$ cat src/rtl/pnds_pkg.sv
// Shared constants and types of the Pareto non-dominated sort unit.
package pnds_pkg;

    localparam int POP_SIZE  = 64;
    localparam int IDX_W     = 6;
    localparam int CNT_W     = 7;
    localparam int OBJ_W     = 32;
    localparam int NUM_OBJ   = 5;
    localparam int OBJ_VEC_W = OBJ_W * NUM_OBJ;
    localparam int ACT_W     = 3;
    localparam int OUT_W     = 16;

    // objectives one, three and four are maximized
    localparam logic [NUM_OBJ-1:0] MAXIMIZE = 5'b01101;

    typedef struct packed {
        logic fwd;
        logic bwd;
    } dom_pair_t;

endpackage

$ cat src/rtl/pnds_cmp.sv
// Two-way dominance test between two individuals.
module pnds_cmp (
    input  logic [pnds_pkg::OBJ_VEC_W-1:0] a,
    input  logic [pnds_pkg::OBJ_VEC_W-1:0] b,
    input  logic [pnds_pkg::ACT_W-1:0]     act,
    output pnds_pkg::dom_pair_t            res
);
    import pnds_pkg::*;

    logic [NUM_OBJ-1:0] a_better;
    logic [NUM_OBJ-1:0] a_worse;

    always_comb
    begin
        logic signed [OBJ_W-1:0] x;
        logic signed [OBJ_W-1:0] y;
        for (int k = 0; k < NUM_OBJ; k++)
        begin
            x = a[k*OBJ_W +: OBJ_W];
            y = b[k*OBJ_W +: OBJ_W];
            if (ACT_W'(k) < act)
            begin
                a_better[k] = MAXIMIZE[k] ? (x > y) : (x < y);
                a_worse[k]  = MAXIMIZE[k] ? (x < y) : (x > y);
            end
            else
            begin
                a_better[k] = 1'b0;
                a_worse[k]  = 1'b0;
            end
        end
        res.fwd = !(|a_worse) && (|a_better);
        res.bwd = !(|a_better) && (|a_worse);
    end

endmodule

$ cat config.mk
export PLATFORM = sky130hd
export DESIGN_NAME = pnds_cmp
export DESIGN_NICKNAME = d
export VERILOG_FILES = /design/src/rtl/pnds_pkg.sv /design/src/rtl/pnds_cmp.sv
export SDC_FILE = /design/constraint.sdc
export NUM_CORES = 1
export LEC_CHECK = 0
export BUFFER_PORTS_ARGS = -buffer_cell sky130_fd_sc_hd__buf_2
export CORE_AREA = 5 5 124 126
export DETAILED_ROUTE_END_ITERATION = 12
export DIE_AREA = 0 0 129 131
export PLACE_DENSITY = 0.74
export SYNTH_ARGS = -nofsm -noshare
export SYNTH_HDL_FRONTEND = slang
export SYNTH_SLANG_ARGS = --single-unit
$ cat constraint.sdc
create_clock -name vclk -period 7.1
set_clock_uncertainty 0.1 [all_clocks]
set_input_delay 1.065 -clock vclk [all_inputs]
set_output_delay 1.065 -clock vclk [all_outputs]
set_load 0.05 [all_outputs]
---- Word-level counts from Yosys, hierarchy flattened ----
Index checks and enable logic that the tools add are counted.
storage, ports and cells
  output and inout port bits .............. 2
  flip-flop bits (word level) ............. 0
  bits of input ports ..................... 323
cells by class
  reduce and logical (&&, ||, !) cells .... 6
  order comparisons ....................... 15
  mux-type cells .......................... 10
operator list
  kind                                                                         number
  32-bit > comparator                                                          5
  32-bit less-than comparator                                                  5
  1-bit two-way mux                                                            10
  5-bit OR reduction                                                           2
  1-bit by 3-bit less-than comparator with 1-bit output, first input constant  2
  2-bit by 3-bit less-than comparator with 1-bit output, first input constant  2
  3-bit less-than comparator, first input constant                             1
  1-bit logical AND                                                            2
  1-bit logical NOT                                                            2

---- Logic depth before layout (Yosys ltp) ----
Gate-level depths: netlist of run 1.
  word-level depth ........................ 5
  depth in mapped cells ................... 10

---- Worst setup path before layout of run 1 ----
OpenSTA, ideal clock, no wires.
  path type ............................... input to output
  start ................................... input port b[45] in the netlist's numbering
  end ..................................... output port res[1] in the netlist's numbering
  cell stages on the path ................. 10
  required time ........................... 5.935 ns
  slack ................................... 2.342 ns
  buffers on the path ..................... 0
  data arrival time ....................... 3.593 ns
  path through ............................ inv_1 ha_1 a21o_1 a21o_1 a22o_1 o41a_1 or3b_1 nand3_1 o2111ai_2 a21oi_1
RTL lines
  element      RTL line       text
  from (decl)  pnds_cmp.sv:4  input logic [pnds_pkg::OBJ_VEC_W-1:0] b,
  to (decl)    pnds_cmp.sv:6  output pnds_pkg::dom_pair_t res

==> out/qor.csv, run 1 <==
stage,metric,value,unit
drt,routed wire length,15000,microns
grt,initial antenna violation count,0,
drt,vias per std cell,4.69,
grt,first-pass GRT wire length,22200,microns
clock_tree,Post-CTS Resized,0,
clock_tree,hold_buf cts,0,
drt,1st-iter DRT viols,88,
floorplanning,initial core utilization,29.6,%
layout,seq_cells,0,
synthesis,top cell type's share of synthesized area,47.6,%
placement,dpl ws,2140,ps
worst_setup_path,crit-path cells,"buf_2, ha_1, a21o_1, a221o_1, a221oi_1, o21ai_1, a211oi_1, nor2_1, a221oi_2, and3_1, buf_2",
timing,setup tns final,0,ps
synthesis,"top cells by count, synth","inv_1, ha_1, a21oi_1",
layout,nets,1399,
floorplanning,Row Count,44,
worst_setup_path,Crit path depth,11,
timing,Final Hold Vio Count,0,
layout,final cell area excluding filler cells,6060,sq um
worst_setup_path,largest stage delay on the critical path,470,ps
synthesis,most frequent cell after synthesis,inv_1,
timing,crit path time final,4860,ps
worst_setup_path,startpoint types,primary input,
grt,GRT overflow,0,
worst_setup_path,WS Path Type,in2out,
floorplanning,Die Y,131,microns
drt,routed length per instance,13.6,microns
clock_tree,setup bufs post-CTS,0,
min_path,Worst Hold Class,in2out,
placement,Port Buffers,325,
layout,Area Growth Syn to Fin,44.1,%
worst_setup_path,worst path bufs/invs,2,
grt,pin count of the biggest net entering global routing,9,
worst_setup_path,Crit path max-delay family,compound AO/OA/AOI/OAI gates,
worst_setup_path,Critical Path AT,3690,ps
drt,Antenna Nets Post-Route,0,
layout,share of post-route cells with drive strength above 1,36.1,%
floorplanning,Die ar.,16900,sq um
timing,RSZ-0062 raised after global routing,no,
floorplanning,Die X,129,microns
placement,placed inst area,6060,sq um
layout,antenna cell count,0,
job,Max Cap Violations,0,
synthesis,synth unique cells,45,
layout,final core utilization,42.6,%
drt,Detailed Routing Iterations Pass 1,4,
synthesis,synth top area cells,"ha_1, inv_1, a21oi_1, nand4_1, a21o_1",
timing,Worst-Margin Slew,654,ps
placement,GPL Wtd Cong,0.955,
status,status,completed,
placement,detailed placer's ending HPWL,14600,microns
timing,Max transition margin,56.0,%
timing,Final period util,68.4,%
timing,worst setup margin,2240,ps
floorplanning,io pins,325,
drt,vias,5149,
synthesis,Synth area leader,ha_1,
synthesis,Mean Syn Cell Area,7.12,sq um
synthesis,Post-Syn Area,4200,sq um
grt,total track usage,16.0,%
power_and_ir_drop,VDD IR max,0.0228,mV
synthesis,sequential-to-total area share from yosys stat,0,%
timing,Max Fclk,206,MHz
synthesis,Syn Inst Count,590,
worst_setup_path,Crit. End Element,primary output,
worst_setup_path,"Max FO, Critical Path",2,
power_and_ir_drop,Leak,3.96,nW
worst_setup_path,CP Data Required Time,5930,ps
worst_setup_path,"Slowest-stage cell, CP",a211oi_1,
floorplanning,core region area,14200,sq um
timing,setup violators final,0,
grt,vias in the first global route,4993,
drt,DRC,0,
timing,Pins Over Slew Limit,0,
worst_setup_path,Worst path most repeated cell,buf_2,
power_and_ir_drop,PwrDens,52.3,nW/um^2
synthesis,syn nets,1073,
layout,register area,0,sq um
layout,Fill cells,1483,
min_path,hold depth,5,
layout,clock buffers,0,
synthesis,yosys warns,0,
[cell type report]
type                       instances  area, sq um  share of cell area (%)
multi-input combinational        421         3570                    58.9
timing repair buffer             325         1630                    26.9
inverter                         168          631                    10.4
tap                              184          230                    3.80
[cells by family after synthesis]
| logic type | share of synthesized area, % |
|---|---|
| xor+xnor | 0.208 |
| simple gates | 15.9 |
| buf+inv | 15.1 |
| fa+ha+maj | 47.6 |
| compound gates | 20.7 |
| mux | 0.506 |
[per-layer routing]
metal  wire (microns)  track usage (%)  vias up  part of all wire (%)
li1                 -                -     2722                     -
met1             6020             18.4     2222                    40
met2             7430             30.5      185                    50
met3             1220             3.13       20                   8.2
met4              318             3.15        0                   2.1
met5                0                0        -                     0
[where the power goes]
group          switching [W]  internal [W]
registers                  0             0
logic               0.000155      0.000162
clock network              0             0
[worst paths after layout]
path | slack, ps | end | start
worst min-delay path | 2610 | res[1] | act[0]
worst max-delay path | 2240 | res[0] | a[121]
[per-stage QoR]
step	hold WS [ps]	instances	power, W
after floorplan	2370	590	0.000176
after global placement	2610	1098	0.000312
after detailed placement	2600	1098	0.000319
after CTS	2600	1098	0.000321
after global routing	2650	1098	0.000365
final	2610	1098	0.000317
[placed cells by master, fill, tap and decap left out, types with 4 or more instances in the layout]
cell type	synthesis	routed
nand3_1	16	16
and4_1	4	4
nor3_1	4	4
a31oi_1	4	4
buf_2	0	325
nand4_1	30	30
o211ai_1	4	4
nand2b_1	6	6
inv_1	168	168
nor4_1	9	9
a211oi_1	5	5
nor2_1	11	11
nand2_1	31	31
ha_1	160	160
a21o_1	18	18
o21ai_0	16	16
a221oi_1	4	4
nor2b_1	6	6
a21oi_1	55	55
Power figures use the tool's default switching activity.
==> run 2, diff against run 1 <==
--- a/config.mk
+++ b/config.mk
@@ -6,10 +6,10 @@
 export NUM_CORES = 1
 export LEC_CHECK = 0
 export BUFFER_PORTS_ARGS = -buffer_cell sky130_fd_sc_hd__buf_2
-export CORE_AREA = 5 5 124 126
+export CORE_AREA = 5 5 121 123
 export DETAILED_ROUTE_END_ITERATION = 12
-export DIE_AREA = 0 0 129 131
-export PLACE_DENSITY = 0.74
+export DIE_AREA = 0 0 126 128
+export PLACE_DENSITY = 0.8
 export SYNTH_ARGS = -nofsm -noshare
 export SYNTH_HDL_FRONTEND = slang
 export SYNTH_SLANG_ARGS = --single-unit
==> constraint.sdc (replaced) <==
create_clock -name vclk -period 3.93
set_clock_uncertainty 0.1 [all_clocks]
set_input_delay 0.5895 -clock vclk [all_inputs]
set_output_delay 0.5895 -clock vclk [all_outputs]
set_load 0.05 [all_outputs]
==> run 2 against run 1 <==
- final cell count is essentially flat
- power grew 84%
- flip-flop and latch count is the same
- largest power group unchanged
- routed wire length shrank 1.2%
==> out/qor.csv, run 2 (synthesized netlist as in run 1, its figures left out) <==
stage,metric,value,unit,change
drt,Detailed Routing Iterations Pass 1,4,,unchanged
drt,vias per std cell,4.71,,was 4.69
timing,Worst-Margin Slew,422,ps,was 654 ps
drt,vias,5162,,was 5149
job,Max Cap Violations,0,,unchanged
layout,Fill cells,1397,,was 1483
timing,Final Hold Vio Count,0,,unchanged
worst_setup_path,"Max FO, Critical Path",3,,was 2
timing,Max transition margin,71.6,%,was 56.0%
worst_setup_path,startpoint types,primary input,,unchanged
status,status,completed,,unchanged
layout,"most common cell after layout, fill and taps aside",buf_2,,unchanged
worst_setup_path,CP Data Required Time,3240,ps,was 5930 ps
power_and_ir_drop,VDD IR max,0.0380,mV,was 0.0228 mV
power_and_ir_drop,PwrDens,95.8,nW/um^2,was 52.3 nW/um^2
grt,GR Util met2,33.2,%,was 30.5%
grt,total track usage,16.9,%,was 16.0%
floorplanning,Die X,126,microns,was 129 microns
grt,pin count of the biggest net entering global routing,9,,unchanged
timing,Pins Over Slew Limit,0,,unchanged
floorplanning,Die ar.,16100,sq um,was 16900 sq um
grt,initial antenna violation count,0,,unchanged
clock_tree,setup bufs post-CTS,0,,unchanged
layout,nets,1402,,was 1399
min_path,Worst Hold Class,in2out,,unchanged
grt,met1 Usage GRT,19.7,%,was 18.4%
placement,dpl ws,135,ps,was 2140 ps
timing,Final period util,96.2,%,
timing,crit path time final,3780,ps,
power_and_ir_drop,total design power,0.000584,W,was 0.000317 W
drt,Antenna Nets Post-Route,0,,unchanged
timing,Max Fclk,264,MHz,
timing,RSZ-0062 raised after global routing,yes,,was no
placement,detailed placer's ending HPWL,14200,microns,was 14600 microns
placement,Port Buffers,325,,unchanged
drt,1st-iter DRT viols,155,,was 88
layout,"commonest non-fill, non-tap cells in the layout","buf_2, inv_1, ha_1",,unchanged
layout,register area,0,sq um,unchanged
min_path,hold depth,5,,unchanged
timing,setup tns final,0,ps,unchanged
worst_setup_path,WS Path Type,in2out,,unchanged
clock_tree,Post-CTS Resized,0,,unchanged
grt,met3 Track Usage GR,2.71,%,was 3.13%
floorplanning,io pins,325,,unchanged
layout,seq_cells,0,,unchanged
floorplanning,Die Y,128,microns,was 131 microns
drt,DRC,0,,unchanged
layout,Area Growth Syn to Fin,45.1,%,was 44.1%
clock_tree,hold_buf cts,0,,unchanged
drt,routed wire length,14800,microns,was 15000 microns
grt,first-pass GRT wire length,23100,microns,was 22200 microns
grt,vias in the first global route,5301,,was 4993
floorplanning,initial core utilization,31.0,%,was 29.6%
grt,most used routing layer in global routing,met2,,unchanged
floorplanning,core region area,13600,sq um,was 14200 sq um
timing,setup violators final,0,,unchanged
placement,GPL Wtd Cong,0.900,,was 0.955
layout,clock buffers,0,,unchanged
timing,worst setup margin,149,ps,was 2240 ps
drt,routed length per instance,13.5,microns,was 13.6 microns
worst_setup_path,Critical Path AT,3090,ps,was 3690 ps
power_and_ir_drop,Leak,3.98,nW,was 3.96 nW
layout,antenna cell count,0,,unchanged
grt,GRT overflow,0,,unchanged
floorplanning,Row Count,43,,was 44
worst_setup_path,Crit. End Element,primary output,,unchanged
layout,share of post-route cells with drive strength above 1,36.4,%,was 36.1%
run 2: final timing paths:
path                   start     end
worst max-delay path   a[95]  res[0]
worst min-delay path  act[0]  res[1]
run 2: worst max-delay path, stage by stage:
cell and delay, ps:
buf_2 110, ha_1 330, nand4_1 150, or4_1 540, nor3_2 190, o32ai_1 140, mux2i_1 300, a31oi_1 140
o2111ai_2 210, and3_1 240, buf_12 150
run 2: metal layers:
metal / vias up / share of wire, %
li1: 2732 / -
met2: 189 / 51
met5: - / 0
met4: 0 / 0.95
met1: 2229 / 40
met3: 12 / 7.6
run 2: stage by stage:
step	instance area (sq um)	hold WS [ps]	instances	util, %
floorplan	4200	1420	590	-
global placement	6090	1690	1097	44.9
detailed placement	6090	1690	1097	44.9
CTS	6090	1690	1097	44.9
global route	6100	1720	1097	45.0
finish	6100	1660	1097	45.0
run 2: power by group:
part | leakage [nW] | internal [W] | switching, W
Clock | 0 | 0 | 0
Combinational | 3.98 | 0.000300 | 0.000285
Sequential | 0 | 0 | 0
run 2: area by class of cell:
class	count	area [sq um]	share of cell area, %
inverter	168	631	10.3
timing repair buffer	328	1670	27.3
multi-input combinational	421	3580	58.6
tap	180	225	3.69
==> run 3, diff against run 2 <==
--- a/config.mk
+++ b/config.mk
@@ -10,6 +10,7 @@
 export DETAILED_ROUTE_END_ITERATION = 12
 export DIE_AREA = 0 0 126 128
 export PLACE_DENSITY = 0.8
+export REMOVE_ABC_BUFFERS = 1
 export SYNTH_ARGS = -nofsm -noshare
 export SYNTH_HDL_FRONTEND = slang
 export SYNTH_SLANG_ARGS = --single-unit
==> run 3 against run 2 <==
- clock-buffer cell count unchanged
- first-iteration DRC count down 1.3%
- combinational power barely moved
- final cell count barely moved
- utilization about the same
- global-route usage rose by 0.17 points
- die area unchanged
- via count rose by 1.3%
==> out/qor.csv, run 3 (synthesized netlist as in run 1, its figures left out) <==
stage,metric,value,unit,change
worst_setup_path,"Max FO, Critical Path",3,,unchanged
timing,setup tns final,0,ps,unchanged
timing,Fin Hold WS,1680,ps,was 1660 ps
clock_tree,Post-CTS Resized,0,,unchanged
layout,clock buffers,0,,unchanged
layout,Area Growth Syn to Fin,45.3,%,was 45.1%
timing,Worst-Margin Slew,419,ps,was 422 ps
timing,Pins Over Slew Limit,0,,unchanged
min_path,hold depth,4,,was 5
layout,"commonest non-fill, non-tap cells in the layout","buf_2, inv_1, ha_1",,unchanged
grt,first-pass GRT wire length,23100,microns,about the same
min_path,Hold Crit Endpoint,res[0],,was res[1]
placement,detailed placer's ending HPWL,14300,microns,was 14200 microns
min_path,critical hold path startpoint,act[1],,was act[0]
drt,vias,5228,,was 5162
grt,GRT overflow,0,,unchanged
clock_tree,hold_buf cts,0,,unchanged
timing,setup violators final,0,,unchanged
placement,GPL Wtd Cong,0.890,,was 0.900
power_and_ir_drop,VDD IR max,0.0421,mV,was 0.0380 mV
worst_setup_path,startpoint types,primary input,,unchanged
grt,initial antenna violation count,1,,was 0
layout,nets,1403,,was 1402
floorplanning,Die ar.,16100,sq um,unchanged
placement,dpl ws,75.3,ps,was 135 ps
layout,final core utilization,45.0,%,about the same
drt,routed length per instance,13.6,microns,was 13.5 microns
drt,1st-iter DRT viols,153,,was 155
layout,share of post-route cells with drive strength above 1,36.6,%,was 36.4%
grt,pin count of the biggest net entering global routing,9,,unchanged
timing,RSZ-0062 raised after global routing,no,,was yes
worst_setup_path,Critical Path AT,3080,ps,was 3090 ps
floorplanning,Row Count,43,,unchanged
worst_setup_path,CP Data Required Time,3240,ps,about the same
floorplanning,core region area,13600,sq um,unchanged
timing,worst setup margin,160,ps,was 149 ps
timing,Final Hold Vio Count,0,,unchanged
drt,DRC,0,,unchanged
power_and_ir_drop,PwrDens,95.3,nW/um^2,was 95.8 nW/um^2
grt,vias in the first global route,5374,,was 5301
layout,register area,0,sq um,unchanged
layout,"most common cell after layout, fill and taps aside",buf_2,,unchanged
clock_tree,setup bufs post-CTS,0,,unchanged
layout,final cell area excluding filler cells,6100,sq um,about the same
timing,crit path time final,3770,ps,was 3780 ps
drt,Antenna Nets Post-Route,0,,unchanged
drt,Detailed Routing Iterations Pass 1,4,,unchanged
timing,Max Fclk,265,MHz,was 264 MHz
layout,seq_cells,0,,unchanged
layout,antenna cell count,0,,unchanged
drt,routed wire length,15000,microns,was 14800 microns
timing,Final period util,95.9,%,was 96.2%
grt,total track usage,17.1,%,was 16.9%
floorplanning,Die X,126,microns,unchanged
floorplanning,Die Y,128,microns,unchanged
worst_setup_path,Crit. End Element,primary output,,unchanged
status,status,completed,,unchanged
timing,Max transition margin,71.3,%,was 71.6%
job,Max Cap Violations,0,,unchanged
floorplanning,io pins,325,,unchanged
placement,placed inst area,6080,sq um,was 6090 sq um
placement,Port Buffers,325,,unchanged
drt,vias per std cell,4.76,,was 4.71
worst_setup_path,WS Path Type,in2out,,unchanged
power_and_ir_drop,Leak,3.98,nW,about the same
floorplanning,initial core utilization,31.0,%,unchanged
min_path,Worst Hold Class,in2out,,unchanged
==> run 3: cell types whose count changed in the layout (fill, tap and decap cells not counted) <==
cell,before,now
a2111oi_0,2,3
a2111oi_1,1,0
a211oi_1,5,4
a211oi_2,0,1
buf_12,1,0
buf_2,323,324
buf_6,0,1
ha_1,160,159
ha_4,0,1
o41ai_1,0,1
o41ai_2,1,0
==> run 3: worst max-delay path by stage <==
stage | slack, ps | to | start | cells after the start
after floorplan | 120 | res[1] | b[45] | 10
after global placement | 120 | res[0] | a[95] | 11
after detailed placement | 80 | res[0] | b[121] | 12
after CTS | 60 | res[0] | b[121] | 12
after global routing | 20 | res[0] | a[7] | 12
final | 160 | res[0] | b[94] | 12
==> run 3: worst max-delay path, stage by stage <==
cell and delay [ps]:
buf_2 90, inv_1 50, ha_1 290, nand4_1 130
or4_1 560, nor3_2 260, o32ai_1 150, mux2i_1 270
a31oi_1 140, o2111ai_2 190, and3_1 200, buf_6 160
==> run 3: metal layers <==
metal  global-route usage [%]  vias up  wire, microns
met5                        0        -             11
met4                     4.42        2            437
met3                     3.21       30           1250
met2                     33.3      228           7440
met1                     18.8     2236           5810
li1                         -     2732              -
==> run 3: cell type report <==
cell class,instances,area [sq um]
fill,1427,7450
tap,180,225
timing repair buffer,329,1660
multi-input combinational,421,3590
inverter,168,631
==> run 3: through the flow <==
step                      total power (W)  std cells
after CTS                        0.000583       1098
after detailed placement         0.000579       1098
after global placement           0.000563       1098
after floorplan                  0.000318        589
final                            0.000582       1098
after global routing             0.000670       1098
==> run 3: power breakdown <==
group          internal (W)  switching (W)  total, W
sequential                0              0         0
combinational      0.000299       0.000283  0.000582
clock                     0              0         0
total              0.000299       0.000283  0.000582
